<file path="config.mk">
export PLATFORM = sky130hd
export DESIGN_NAME = ascm_slot_ram
export DESIGN_NICKNAME = d
export VERILOG_FILES = /design/src/rtl/ascm_slot_ram.sv
export SDC_FILE = /design/constraint.sdc
export NUM_CORES = 1
export LEC_CHECK = 0
export CAP_MARGIN = 20
export CORE_MARGIN = 10
export CORE_UTILIZATION = 62
export DETAILED_ROUTE_END_ITERATION = 12
export DONT_BUFFER_PORTS = 1
export GPL_ROUTABILITY_DRIVEN = 1
export PLACE_DENSITY_LB_ADDON = 0.1
export SLEW_MARGIN = 0
export SYNTH_ARGS = -nofsm -noshare
export SYNTH_HDL_FRONTEND = slang
export SYNTH_SLANG_ARGS = --single-unit
</file>
<file path="constraint.sdc">
create_clock -name clk -period 8.65 [get_ports clk]
set_clock_uncertainty 0.05 [all_clocks]
set_input_delay 2.595 -clock clk [delete_from_list [all_inputs] [get_ports clk]]
set_output_delay 2.595 -clock clk [all_outputs]
set_load 0.05 [all_outputs]
</file>
<file path="src/rtl/ascm_slot_ram.sv">
// Learned slot size table, one entry per learned slot.
// Synchronous RAM, registered read. No package dependency.
module ascm_slot_ram #(
	parameter int unsigned SLOTS  = 64,
	parameter int unsigned SIZE_W = 16
) (
	input  logic                     clk,
	input  logic [$clog2(SLOTS)-1:0] rd_addr,
	output logic [SIZE_W-1:0]        rd_data,
	input  logic                     we,
	input  logic [$clog2(SLOTS)-1:0] wr_addr,
	input  logic [SIZE_W-1:0]        wr_data
);
	logic [SIZE_W-1:0] mem [SLOTS];

	always_ff @(posedge clk) begin
		if (we) mem[wr_addr] <= wr_data;
		rd_data <= mem[rd_addr];
	end
endmodule

</file>
* After elaboration in Yosys (flattened, before gate mapping)
Memories as Yosys holds them, arrays and structs flattened. A register that Yosys moved wholly into a read port is not among the register bits.
Index checks and enable logic that the tools add are counted.
** Storage, ports and cells
- Bits in registers :: 0
- Memory bits (writable) :: 1024
- Input port bits :: 30
- Output and inout bits :: 16
- Logic and storage cells :: 3
- Memories :: 1
** Memory list
- mem :: depth 64, width 16, rd ports 1, clocked after Yosys merged registers in 1, wr ports 1, line 14 : logic [SIZE_W-1:0] mem [SLOTS];
** Operators by class
- Muxes and demuxes :: 2
** Operator list (number)
- two-way mux 1 bit :: 2

* Logic depth before layout (Yosys ltp)
- Depth in word-level cells :: 2
- Gate-level depth with buffers :: 10
- Gate-level depth less buffers :: 5

* Least setup slack after synthesis
OpenSTA, ideal clock, no wires.
- Path kind :: input to register
- From :: input port wr_addr[3]
- To :: memory mem[48][0], enable pin
- Setup time :: 409 ps
- Data arrival time :: 4221 ps
- Data required time :: 8191 ps
- Slack :: 3970 ps
- Stages on the path :: 4
- Path buffers :: 1
- Cells stage by stage :: clkbuf_1 nor2b_1 nand4b_1 nor3_1
** RTL lines
- from (decl) :: line 11 : input logic [$clog2(SLOTS)-1:0] wr_addr,
- to (decl) :: line 14
No word-level cell before the write port.

* Final worst setup path
- From :: input port we
- To :: memory mem[22][9], enable pin
** Between the ends
- Cells in the longest elaborated chain, start to end :: 2
** RTL lines
- from (decl) :: line 10 : input logic we,
- two-way mux 1 bit :: line 17 : if (we) mem[wr_addr] <= wr_data;
- two-way mux 1 bit (implied by the code) :: line 17
Every way passes these cells.

==> impl_metrics.yaml <==
clock_network:
  cts_buffer_depth: 3
  clk_pin_slew_ns: 0.06
  numClockSinks: 1040
  htreeDepth: 3
  cts_resized: 0
  hold_buffers: 0
  cts_post_setup_buffers_inserted: 0
  clk_latency_ns: 0.65
  cts_tree: "built"
  cts_root_buf: "clkbuf_16"
  numCtsBuffers: 100
placed_design:
  pre_cts_ws_ns: 3.82
  port_buffers: 0
  hpwl_um: 49500
  gp_congestion: 0.938
  place_inst: 2648
setup_path:
  cp-end-kind: "flop"
  crit_buf_inv: 1
  cp_data_arrival_time_ns: 4.46
  crit_chain: "nor2b_1 -> nand3_1 -> nor2_1 -> buf_4"
  slowest_delay_ns: 0.80
  startpoint_type: "input port"
  critical_path_class: "input port to flop"
  critPathTopFamily: "simple AND/OR/NAND/NOR gates"
  required_ns: 8.93
  path_max_fanout: 12
  cpMaxStageDelayCell: "nor2_1"
finish:
  fin_nets: 1925
  final_cell_mix: "edfxtp_1, mux4_2, clkbuf_16"
  final_common_cell: "edfxtp_1"
  area_growth_pct: 10.8
  ff_latch_area_um2: 31100
  multi_input_area_um2: 8260
  n_fill_cell: 3996
  layout-drive-gt1-share_pct: 23.9
  layout.cells.non_filler: 2836
synth:
  synth_seq_cells: 1040
  yosys_most_used_dff: "edfxtp_1"
  synth_edf_count: 1024
  syn_inst: 1829
  syn-num-nets: 1859
  yosysUniqueCellTypes: 43
  synth_async_sr_flop_share_pct: 0
  syn_area_um2: 40000
  syn_area_per_cell_um2: 21.9
  yosysSeqAreaShare_pct: 77.6
  yosys_warnings: 0
min_path:
  hp-class: "flop to flop"
detailed_routing:
  ant_nets: 0
  via_per_inst: 6.63
  num_vias: 18789
  drt_iter0_markers: 2308
  wl_per_cell_um: 31.7
  dr.pass1.iters: 6
  drc: 0
  drt_wl_total_um: 89900
flow_run:
  maxCapViolations: 0
die:
  num_rows: 93
  die_w_um: 274
  die_y_um: 274
  io_pins: 46
  die_area_um2: 75200
  core_um2: 64200
  start_util_pct: 62.3
timing:
  finalCritPeriodShare_pct: 48.3
  setup-tns-final_ns: 0
  rsz0062_at_grt: "false"
  maxSlewHeadroom_pct: 27.7
  final.min_clock_period_ns: 4.18
  slew_viol_final: 0
  hold_viol_final: 0
  worstMarginPinSlew_ns: 1.08
  setup_viol: 0
  fmax_mhz: 239
  fin_ws_ns: 4.47
power_and_ir_drop:
  p_per_area_nw_per_um2: 236
  p_leak_uw: 0.0140
  ir_worst_vdd_v: 0.000241
grt:
  grt.overflow.total: 0
  grt_pass1_vias: 18747
  grt_max_degree: 261
  antenna_found_initial: 3
  grt.total_usage_pct: 24.5
  grt_first_pass_wirelength_um: 132000
run_status:
  status: "complete, no violations"
[cells by family after synthesis]
family	count (synthesis)	share of synthesized area (%)
flops	1040	77.6
compound gates	129	2.41
buf+inv	104	1.83
mux	336	15.5
simple gates	220	2.65
[per-layer routing]
layer	vias to the layer above	wire length (um)	GRT usage (%)
li1	7799	-	-
met3	147	7530	4.91
met5	-	0	0
met2	834	45300	40.2
met1	10009	34500	33.3
met4	0	2610	7.13
[Yosys cell counts (16+ instances only)]
library cell	n	area share (%)
edfxtp_1	1024	77
mux4_2	220	12
mux2i_1	85	2.1
nor2_1	72	0.67
nand2_1	59	0.55
a22oi_1	39	0.73
buf_2	36	0.45
nor2b_1	30	0.47
mux2_2	27	0.76
clkbuf_1	24	0.22
nand3_1	24	0.30
a21oi_1	17	0.21
buf_6	17	0.48
a221oi_1	16	0.35
dfxtp_1	16	0.80
[through the flow]
stage	hold slack (ns)	util, %	area (um^2)	total power [uW]
2_1_floorplan	0.700	-	40000	6020
3_3_place_gp	0.795	63.7	40900	6030
3_5_place_dp	0.808	63.7	40900	6040
4_1_cts	0.816	69.1	44400	10500
5_1_grt	0.870	69.1	44400	10800
6_report	0.821	69.1	44400	10500
[power by group]
| part | leakage, uW | internal [uW] | switching [uW] |
|---|---|---|---|
| sequential | 0.00935 | 5580 | 58.5 |
| clock | 0.00169 | 2750 | 1800 |
| combinational | 0.00296 | 156 | 138 |
| total | 0.0140 | 8490 | 1990 |
[state kept, by name, summed over array words and instances, names as in the netlist]
register and flops:
mem 1024, rd_data 16
[area by class of cell]
cell class              instances  area share (%)
repair buffers                 68            1.15
diodes                          1         0.00564
flip-flops and latches       1040            70.0
clock inverters                58            1.66
multi-input cells             685            18.6
clock buffers                 129            6.14
well taps                     855            2.41
[worst paths after layout]
path | start | end | slack, ns | cells past startpoint
max | we | mem[22][9]$_DFFE_PP_ | 4.47 | 4
min | mem[62][14]$_DFFE_PP_ | rd_data[14]$_DFF_P_ | 0.82 | 5
max reg2reg | mem[22][13]$_DFFE_PP_ | rd_data[13]$_DFF_P_ | 6.38 | 5
min reg2reg | mem[62][14]$_DFFE_PP_ | rd_data[14]$_DFF_P_ | 0.82 | 5
[tightest hold or removal path, cell delays in order (launching register included)]
cell      delay, ns
edfxtp_1       0.32
mux2i_1        0.07
nand2_1        0.07
a41oi_1        0.09
o21ai_0        0.11
and4_1         0.20
Power figures use the tool's default switching activity.
